$ cat src/rtl/core/assert_macros.svh
// Assertion macros for the RTL files; included by rau_back.
// No dependencies.
`ifndef ASSERT_MACROS_SVH
`define ASSERT_MACROS_SVH
// Implication checked on every rising clock edge outside reset.
`define RAU_ASSERT(label, clk, rst_n, prop, msg) \
	label: assert property (@(posedge clk) disable iff (!rst_n) prop) else $error(msg);
// Implication checked at every rising clock edge, reset included.
`define RAU_ASSERT_ALWAYS(label, clk, prop, msg) \
	label: assert property (@(posedge clk) prop) else $error(msg);
`endif

$ cat src/rtl/core/rau_pkg.sv
// Package for the rational arithmetic unit: widths, op codes, fraction type passed from front to back.
// No dependencies.
package rau_pkg;
	localparam int OperandWidth = 16;
	localparam int MagWidth = 2 * OperandWidth + 1;
	localparam int NumWidth = 33;
	localparam int DenWidth = 31;

	localparam logic [2:0] OP_REDUCE = 3'd0;
	localparam logic [2:0] OP_ADD = 3'd1;
	localparam logic [2:0] OP_SUB = 3'd2;
	localparam logic [2:0] OP_MUL = 3'd3;
	localparam logic [2:0] OP_DIV = 3'd4;

	// raw fraction in sign-magnitude form, handed from front to back
	typedef struct packed {
		logic num_neg;
		logic [MagWidth-1:0] num_mag;
		logic den_neg;
		logic [MagWidth-1:0] den_mag;
	} frac_t;
endpackage

$ cat src/rtl/core/rau_front.sv
// Front end: accepts items, forms cross products in sign-magnitude form.
// Depends on rau_pkg.
module rau_front import rau_pkg::*; (
	input  logic clk,
	input  logic arst_n,
	input  logic in_valid,
	output logic in_ready,
	input  logic [2:0] op,
	input  logic signed [OperandWidth-1:0] first_num,
	input  logic signed [OperandWidth-1:0] first_den,
	input  logic signed [OperandWidth-1:0] second_num,
	input  logic signed [OperandWidth-1:0] second_den,
	output logic out_valid,
	input  logic out_ready,
	output frac_t out_frac
);
	localparam int PW = 2 * OperandWidth;

	logic busy_s1;
	logic [2:0] op_s1;
	logic n1s_s1, d1s_s1, n2s_s1, d2s_s1;
	logic [PW-1:0] pa_s1, pb_s1, pd_s1;
	logic [OperandWidth-1:0] n1m, d1m, n2m, d2m;
	logic [OperandWidth-1:0] m0a, m0b, m1a, m1b, m2a, m2b;
	logic [PW-1:0] sa, sb;
	logic sa_neg, sb_neg;

	function automatic logic [OperandWidth-1:0] mag(input logic [OperandWidth-1:0] v);
		mag = v[OperandWidth-1] ? (~v + 1'b1) : v;
	endfunction

	assign n1m = mag(first_num);
	assign d1m = mag(first_den);
	assign n2m = mag(second_num);
	assign d2m = mag(second_den);

	// three multipliers: products depend on op
	always_comb begin
		m0a = n1m; m0b = d2m;
		m1a = n2m; m1b = d1m;
		m2a = d1m; m2b = d2m;
		case (op)
			OP_MUL: begin m0a = n1m; m0b = n2m; end
			OP_DIV: begin m2a = d1m; m2b = n2m; end
			OP_REDUCE: begin m0b = OperandWidth'(1); m2b = OperandWidth'(1); end
			default: ;
		endcase
	end

	assign in_ready = !busy_s1 || out_ready;

	always_ff @(posedge clk or negedge arst_n) begin
		if (!arst_n) begin
			busy_s1 <= 1'b0;
		end else if (in_ready) begin
			busy_s1 <= in_valid;
		end
	end

	always_ff @(posedge clk) begin
		if (in_ready && in_valid) begin
			op_s1 <= op;
			n1s_s1 <= first_num[OperandWidth-1];
			d1s_s1 <= first_den[OperandWidth-1];
			n2s_s1 <= second_num[OperandWidth-1];
			d2s_s1 <= second_den[OperandWidth-1];
			pa_s1 <= PW'(m0a) * PW'(m0b);
			pb_s1 <= PW'(m1a) * PW'(m1b);
			pd_s1 <= PW'(m2a) * PW'(m2b);
		end
	end

	// second stage logic: signs and add/sub of the numerator products
	always_comb begin
		sa_neg = (pa_s1 != '0) && (n1s_s1 != d2s_s1);
		sb_neg = (pb_s1 != '0) && (n2s_s1 != d1s_s1);
		if (op_s1 == OP_SUB && pb_s1 != '0) sb_neg = !sb_neg;
		sa = pa_s1;
		sb = pb_s1;
	end

	always_comb begin
		out_frac = '0;
		unique case (op_s1)
			OP_ADD, OP_SUB: begin
				if (sa_neg == sb_neg) begin
					out_frac.num_neg = sa_neg;
					out_frac.num_mag = MagWidth'(sa) + MagWidth'(sb);
				end else if (sa >= sb) begin
					out_frac.num_neg = sa_neg;
					out_frac.num_mag = MagWidth'(sa - sb);
				end else begin
					out_frac.num_neg = sb_neg;
					out_frac.num_mag = MagWidth'(sb - sa);
				end
				out_frac.den_mag = MagWidth'(pd_s1);
				out_frac.den_neg = d1s_s1 != d2s_s1;
			end
			OP_MUL: begin
				out_frac.num_mag = MagWidth'(pa_s1);
				out_frac.num_neg = n1s_s1 != n2s_s1;
				out_frac.den_mag = MagWidth'(pd_s1);
				out_frac.den_neg = d1s_s1 != d2s_s1;
			end
			OP_DIV: begin
				out_frac.num_mag = MagWidth'(pa_s1);
				out_frac.num_neg = n1s_s1 != d2s_s1;
				out_frac.den_mag = MagWidth'(pd_s1);
				out_frac.den_neg = d1s_s1 != n2s_s1;
			end
			default: begin
				// reduce: first fraction passed through the unit multipliers
				out_frac.num_mag = MagWidth'(pa_s1);
				out_frac.num_neg = n1s_s1;
				out_frac.den_mag = MagWidth'(pd_s1);
				out_frac.den_neg = d1s_s1;
			end
		endcase
	end

	assign out_valid = busy_s1;
endmodule

$ cat src/rtl/core/rau_back.sv
// Back end: Euclidean GCD and the two divisions by the GCD, one bit per cycle.
// Depends on rau_pkg.
module rau_back import rau_pkg::*; (
	input  logic clk,
	input  logic arst_n,
	input  logic in_valid,
	output logic in_ready,
	input  frac_t in_frac,
	output logic empty,
	input  logic pop,
	output logic signed [NumWidth-1:0] result_num,
	output logic [DenWidth-1:0] result_den,
	output logic div_zero
);
	`include "assert_macros.svh"

	localparam int MW = MagWidth;
	localparam int CW = $clog2(MW + 1);

	typedef enum logic [2:0] {
		ST_IDLE, ST_GCD, ST_DIVN, ST_DIVD, ST_DONE
	} state_t;

	state_t state_q;
	logic neg_q;
	logic [MW-1:0] b_q, nm_q, dm_q, quo_q, rem_q, dvd_q, g_q;
	logic [CW-1:0] cnt_q;
	logic gcd_div_q;
	logic [MW:0] trial;
	logic [MW-1:0] rsh;
	logic out_full_q;

	// restoring divider: shift dividend bit into remainder, try subtract
	assign rsh = {rem_q[MW-2:0], dvd_q[MW-1]};
	assign trial = {1'b0, rsh} - {1'b0, (gcd_div_q ? b_q : g_q)};
	assign in_ready = (state_q == ST_IDLE);
	assign empty = !out_full_q;

	always_ff @(posedge clk or negedge arst_n) begin
		if (!arst_n) begin
			state_q <= ST_IDLE;
			out_full_q <= 1'b0;
			gcd_div_q <= 1'b0;
			cnt_q <= '0;
		end else begin
			if (pop && out_full_q) out_full_q <= 1'b0;
			unique case (state_q)
				ST_IDLE: begin
					if (in_valid) begin
						neg_q <= in_frac.num_neg != in_frac.den_neg;
						nm_q <= in_frac.num_mag;
						dm_q <= in_frac.den_mag;
						if (in_frac.den_mag == '0 || in_frac.num_mag == '0) begin
							state_q <= ST_DONE;
						end else begin
							b_q <= in_frac.den_mag;
							dvd_q <= in_frac.num_mag;
							rem_q <= '0;
							cnt_q <= CW'(MW);
							gcd_div_q <= 1'b1;
							state_q <= ST_GCD;
						end
					end
				end
				ST_GCD: begin
					// one a % b per pass, one bit a cycle
					if (trial[MW]) rem_q <= rsh;
					else rem_q <= trial[MW-1:0];
					dvd_q <= {dvd_q[MW-2:0], 1'b0};
					cnt_q <= cnt_q - 1'b1;
					if (cnt_q == CW'(1)) begin
						if ((trial[MW] ? rsh : trial[MW-1:0]) == '0) begin
							g_q <= b_q;
							gcd_div_q <= 1'b0;
							dvd_q <= nm_q;
							rem_q <= '0;
							cnt_q <= CW'(MW);
							state_q <= ST_DIVN;
						end else begin
							b_q <= trial[MW] ? rsh : trial[MW-1:0];
							dvd_q <= b_q;
							rem_q <= '0;
							cnt_q <= CW'(MW);
						end
					end
				end
				ST_DIVN, ST_DIVD: begin
					if (trial[MW]) rem_q <= rsh;
					else rem_q <= trial[MW-1:0];
					dvd_q <= {dvd_q[MW-2:0], 1'b0};
					quo_q <= {quo_q[MW-2:0], !trial[MW]};
					cnt_q <= cnt_q - 1'b1;
					if (cnt_q == CW'(1)) begin
						rem_q <= '0;
						cnt_q <= CW'(MW);
						if (state_q == ST_DIVN) begin
							nm_q <= {quo_q[MW-2:0], !trial[MW]};
							dvd_q <= dm_q;
							state_q <= ST_DIVD;
						end else begin
							dm_q <= {quo_q[MW-2:0], !trial[MW]};
							state_q <= ST_DONE;
						end
					end
				end
				ST_DONE: begin
					if (!out_full_q || pop) begin
						out_full_q <= 1'b1;
						div_zero <= (dm_q == '0);
						if (dm_q == '0) begin
							result_num <= '0;
							result_den <= '0;
						end else if (nm_q == '0) begin
							result_num <= '0;
							result_den <= DenWidth'(1);
						end else begin
							result_num <= neg_q ? NumWidth'(-nm_q) : NumWidth'(nm_q);
							result_den <= DenWidth'(dm_q);
						end
						state_q <= ST_IDLE;
					end
				end
				default: state_q <= ST_IDLE;
			endcase
		end
	end

	`RAU_ASSERT(a_ready_idle, clk, arst_n, in_ready |-> state_q == ST_IDLE, "ready outside idle")
	`RAU_ASSERT(a_count, clk, arst_n, (state_q == ST_GCD) |-> cnt_q != '0, "bit count ran out")
	`RAU_ASSERT(a_den_pos, clk, arst_n, (!empty && !div_zero) |-> result_den != '0, "zero den without flag")
endmodule

$ cat src/rtl/core/rational_arithmetic_unit_top.sv
// Top level of the rational arithmetic unit.
// Depends on rau_pkg, rau_front, rau_back.
//
// channel  | handshake        | ports
// input    | push / full      | op, first_num, first_den, second_num, second_den
// result   | empty / pop      | result_num, result_den, div_zero
//
// The front end multiplies as it accepts an item and holds one item in its output stage.
// The back end runs Euclid's GCD with a bit-serial remainder unit, then two
// bit-serial divisions by the GCD; it takes no new item until its result is
// stored, and its run time is set by the number of remainder steps.
// Reset (arst_n low) empties both stages; the front stage holds while the back works.
module rational_arithmetic_unit_top import rau_pkg::*; (
	input  logic clk,
	input  logic arst_n,
	input  logic push,
	output logic full,
	input  logic [2:0] op,
	input  logic signed [OperandWidth-1:0] first_num,
	input  logic signed [OperandWidth-1:0] first_den,
	input  logic signed [OperandWidth-1:0] second_num,
	input  logic signed [OperandWidth-1:0] second_den,
	output logic empty,
	input  logic pop,
	output logic signed [NumWidth-1:0] result_num,
	output logic [DenWidth-1:0] result_den,
	output logic div_zero
);
	logic in_ready, mid_valid, mid_ready;
	frac_t mid_frac;
	logic [2:0] op_eff;

	// unused codes act as reduce
	assign op_eff = (op > OP_DIV) ? OP_REDUCE : op;
	assign full = !in_ready;

	rau_front u_front (
		.clk(clk), .arst_n(arst_n),
		.in_valid(push), .in_ready(in_ready),
		.op(op_eff),
		.first_num(first_num), .first_den(first_den),
		.second_num(second_num), .second_den(second_den),
		.out_valid(mid_valid), .out_ready(mid_ready), .out_frac(mid_frac)
	);

	rau_back u_back (
		.clk(clk), .arst_n(arst_n),
		.in_valid(mid_valid), .in_ready(mid_ready), .in_frac(mid_frac),
		.empty(empty), .pop(pop),
		.result_num(result_num), .result_den(result_den), .div_zero(div_zero)
	);
endmodule
$ cat config.mk
export PLATFORM = sky130hd
export DESIGN_NAME = rational_arithmetic_unit_top
export DESIGN_NICKNAME = d
export VERILOG_FILES = /design/src/rtl/core/rau_pkg.sv /design/src/rtl/core/rau_front.sv /design/src/rtl/core/rau_back.sv /design/src/rtl/core/rational_arithmetic_unit_top.sv
export VERILOG_INCLUDE_DIRS = /design/src /design/src/rtl/core
export SDC_FILE = /design/constraint.sdc
export NUM_CORES = 2
export LEC_CHECK = 0
export BUFFER_PORTS_ARGS = -buffer_cell sky130_fd_sc_hd__buf_2
export CAP_MARGIN = 20
export CORE_AREA = 2 2 340 342
export DETAILED_ROUTE_END_ITERATION = 8
export DIE_AREA = 0 0 342 344
export PLACE_DENSITY = 0.72
export SYNTH_ARGS = -nofsm -noshare
export SYNTH_HDL_FRONTEND = slang
export SYNTH_SLANG_ARGS = --single-unit
$ cat constraint.sdc
create_clock -name clk -period 10.4 [get_ports clk]
set_input_delay 2.6 -clock clk [delete_from_list [all_inputs] [get_ports clk]]
set_output_delay 2.6 -clock clk [all_outputs]
set_load 0.01 [all_outputs]
==> flow_metrics.tcl <==
set metrics [dict create \
    async_reset_ff_share_pct 2.93 \
    fmax_mhz 101 \
    synth_flop_cell "edfxtp_1" \
    grt_setup_unrepaired "false" \
    routedWlPerCell_um 22.2 \
    final_nets 6947 \
    slew_viol_final 0 \
    worst_clock_skew_ns 0.0482 \
    post-route-period-util_pct 95.7 \
    antenna_found_initial 1 \
    relSlewSlack_pct 28.2 \
    cts_buffers 40 \
    setup_tns_ns 0 \
    firstDrtPassIters 9 \
    cts_hold_buf 0 \
    path_class "in -> reg" \
    worstHoldEndpoint "u_back.quo_q[20]" \
    holdWs_ns 0.451 \
    root_buffer "clkbuf_16" \
    grtUsageTotal_pct 27.7 \
    hold_viol 0 \
    grt_pass1_vias 42800 \
    synth_fp_nets 6695 \
    ios 138 \
    power-per-cell-area_mw_per_mm2 369 \
    grt_pass1_wl_um 251000 \
    cts_setup_buffers 0 \
    clk_pin_slew_worst_paths_ns 0.07 \
    endpoint_kind "register" \
    reg2reg_depth 17 \
    synth_seq_area_share_pct 24.0 \
    max_stage_delay_ns 0.70 \
    ys_ff_latch 410 \
    syn_area_mm2 0.0511 \
    routabilityCongestion 1.03 \
    synth_top_area_share_pct 23.4 \
    die_w_um 342 \
    cts_tree "done" \
    start_util_pct 44.9 \
    ir_worst_vdd_mv 0.649 \
    vias 42800 \
    synthTopCellsByCount "inv_1, nand2_1, nor2_1" \
    cp.required_ns 10.72 \
    cts_buffer_depth 3 \
    slowest_stage "or4b_2" \
    port_buffers 137 \
    setup_ws_ns 0.450 \
    grt_max_degree 77 \
    whs_path_depth 0 \
    cpMostUsedCell "fa_1" \
    postCtsResizedCells 0 \
    rrSetupSlack_ns 3.54 \
    period_minus_slack_ns 9.95 \
    r2r_start "u_front.pb_s1[1]" \
    die-area_mm2 0.118 \
    hpwlAfterDp_um 133000 \
    yosys.area.top_type "edfxtp_1" \
    num_rows 124 \
    post-route-util_pct 49.7 \
    syn_inst 5589 \
    max_slew.worst_pin.slew_ns 1.08 \
    r2r-end "u_back.b_q[22]" \
    cp-start-kind "primary input" \
    yosysMostFrequentCell "inv_1" \
    ys_top_cells_by_area "edfxtp_1, fa_1, ha_1" \
    final_layout_size_suffix_gt1_share_pct 9.83 \
    drt_wl_total_um 164000 \
    viasPerCell 5.79 \
    overflow 0 \
    coreArea_mm2 0.114 \
    yosys_warnings 0 \
    dieHeight_um 344 \
    clock_latency_ns 0.61 \
    fill_cells 10600 \
    drt_first_iter_violations 4569 \
    cts_sinks 410 \
    critPathMaxFanout 11 \
    drtAntennaViolNets 0 \
    setup_viol 0 \
    synth_cell_type_count 105 \
    syn_avg_cell_area_um2 9.14 \
    arrival_ns 10.27 \
    cts_max_level 2 \
    dp_slack_ns -0.0171 \
    synthToLayoutAreaGrowth_pct 10.8 \
    status "finished clean" \
    synth_enable_flop_cells 398 \
    drc 0 \
    min_from "u_back.quo_q[19]" \
    hold_path.class "reg -> reg" \
    power.leakage_nw 25.7 \
    maxCapViolCount 0 \
]
[report_power, final]
| group | switching [mW] | internal, mW |
|---|---|---|
| logic | 9.20 | 6.84 |
| registers | 0.473 | 2.85 |
| clock network | 0.667 | 0.850 |
| total | 10.3 | 10.5 |
[critical path: cells and delay by family]
family | cells | cell delay (ns)
fa+ha+maj | 7 | 3.04
simple gates | 9 | 2.58
compound gates | 8 | 1.51
buf+inv | 4 | 0.44
xor+xnor | 1 | 0.07
[layout by cell type, fill, tap and decap left out, drive strengths merged, types with 19 or more instances in the layout]
cell type	netlist	routed
a211oi	29	29
a21o	64	64
a21oi	222	222
a22oi	23	23
a31oi	40	40
and2	76	76
and3	19	19
buf	42	430
clkbuf	176	46
edfxtp	398	398
fa	586	586
ha	449	449
inv	822	824
mux2i	100	100
nand2	676	676
nand2b	36	36
nand3	59	59
nand4	33	33
nor2	652	652
nor2b	40	40
nor3	53	53
nor4	53	53
o211ai	25	25
o21a	29	29
o21ai	220	220
o21bai	35	35
o221ai	25	25
o22ai	32	32
o31ai	38	38
or2	21	21
or3	49	49
xnor2	148	148
xor2	106	106
[cell families after synthesis]
family | count (synthesis) | synth area share, %
fa+ha+maj | 1035 | 33.9
flops | 410 | 24.0
simple gates | 1821 | 15.8
compound gates | 926 | 12.0
buf+inv | 1042 | 7.97
mux | 101 | 1.98
xor+xnor | 254 | 4.37
[flip-flops by register name (all words and copies together), names as in the netlist]
signal and cells:
u_front.pb_s1 32, u_back.dvd_q 33, u_back.result_den 31, u_back.nm_q 33, u_front.pa_s1 32, u_back.div_zero 1
u_back.state_q 3, u_back.cnt_q 6, u_back.out_full_q 1, u_back.result_num 33, u_front.n1s_s1 1, u_front.n2s_s1 1
u_back.dm_q 33, u_back.quo_q 32, u_back.g_q 33, u_front.d1s_s1 1, u_back.rem_q 32, u_back.gcd_div_q 1
u_front.pd_s1 32, u_front.op_s1 3, u_front.d2s_s1 1, u_back.neg_q 1, u_back.b_q 33, u_front.out_valid 1
[stage by stage]
stage | instances | total power [mW] | instance area (um^2)
finish | 7387 | 20.9 | 56600
floorplan | 5589 | 14.0 | 51100
global placement | 7310 | 18.8 | 55200
CTS | 7383 | 20.7 | 56600
global route | 7384 | 22.8 | 56600
detailed placement | 7310 | 19.0 | 55200
[layout make-up]
type	count	area, um^2	area share (%)
well taps	1512	1890	3.34
clock inverters	27	344	0.608
diodes	3	7.51	0.0133
flip-flops and latches	410	12300	21.6
multi-input cells	4137	34900	61.7
clock buffers	46	1020	1.81
repair buffers	430	3090	5.45
inverters	822	3090	5.45
[layer usage]
layer  part of all wire, %  wire length, um  vias up  track usage (%)
li1                      -                -    19100                -
met5                     0                0        -                0
met3                    11            17700      444             5.76
met2                    44            71800     2375             43.4
met1                    40            66300    20800             37.4
met4                   5.2             8470        0             11.9
[worst max path at each step]
stage / from / endpoint / slack [ns] / cells past startpoint
finish: second_num[8] / u_front.pa_s1[29] / 0.45 / 29
detailed placement: second_num[8] / u_front.pa_s1[29] / -0.02 / 29
global route: second_num[4] / u_front.pb_s1[31] / 0.13 / 29
floorplan: second_num[0] / u_front.pb_s1[31] / 0.11 / 31
global placement: second_num[8] / u_front.pa_s1[31] / 0.16 / 29
CTS: second_num[8] / u_front.pa_s1[29] / 0.57 / 29
Power figures use the tool's default switching activity.
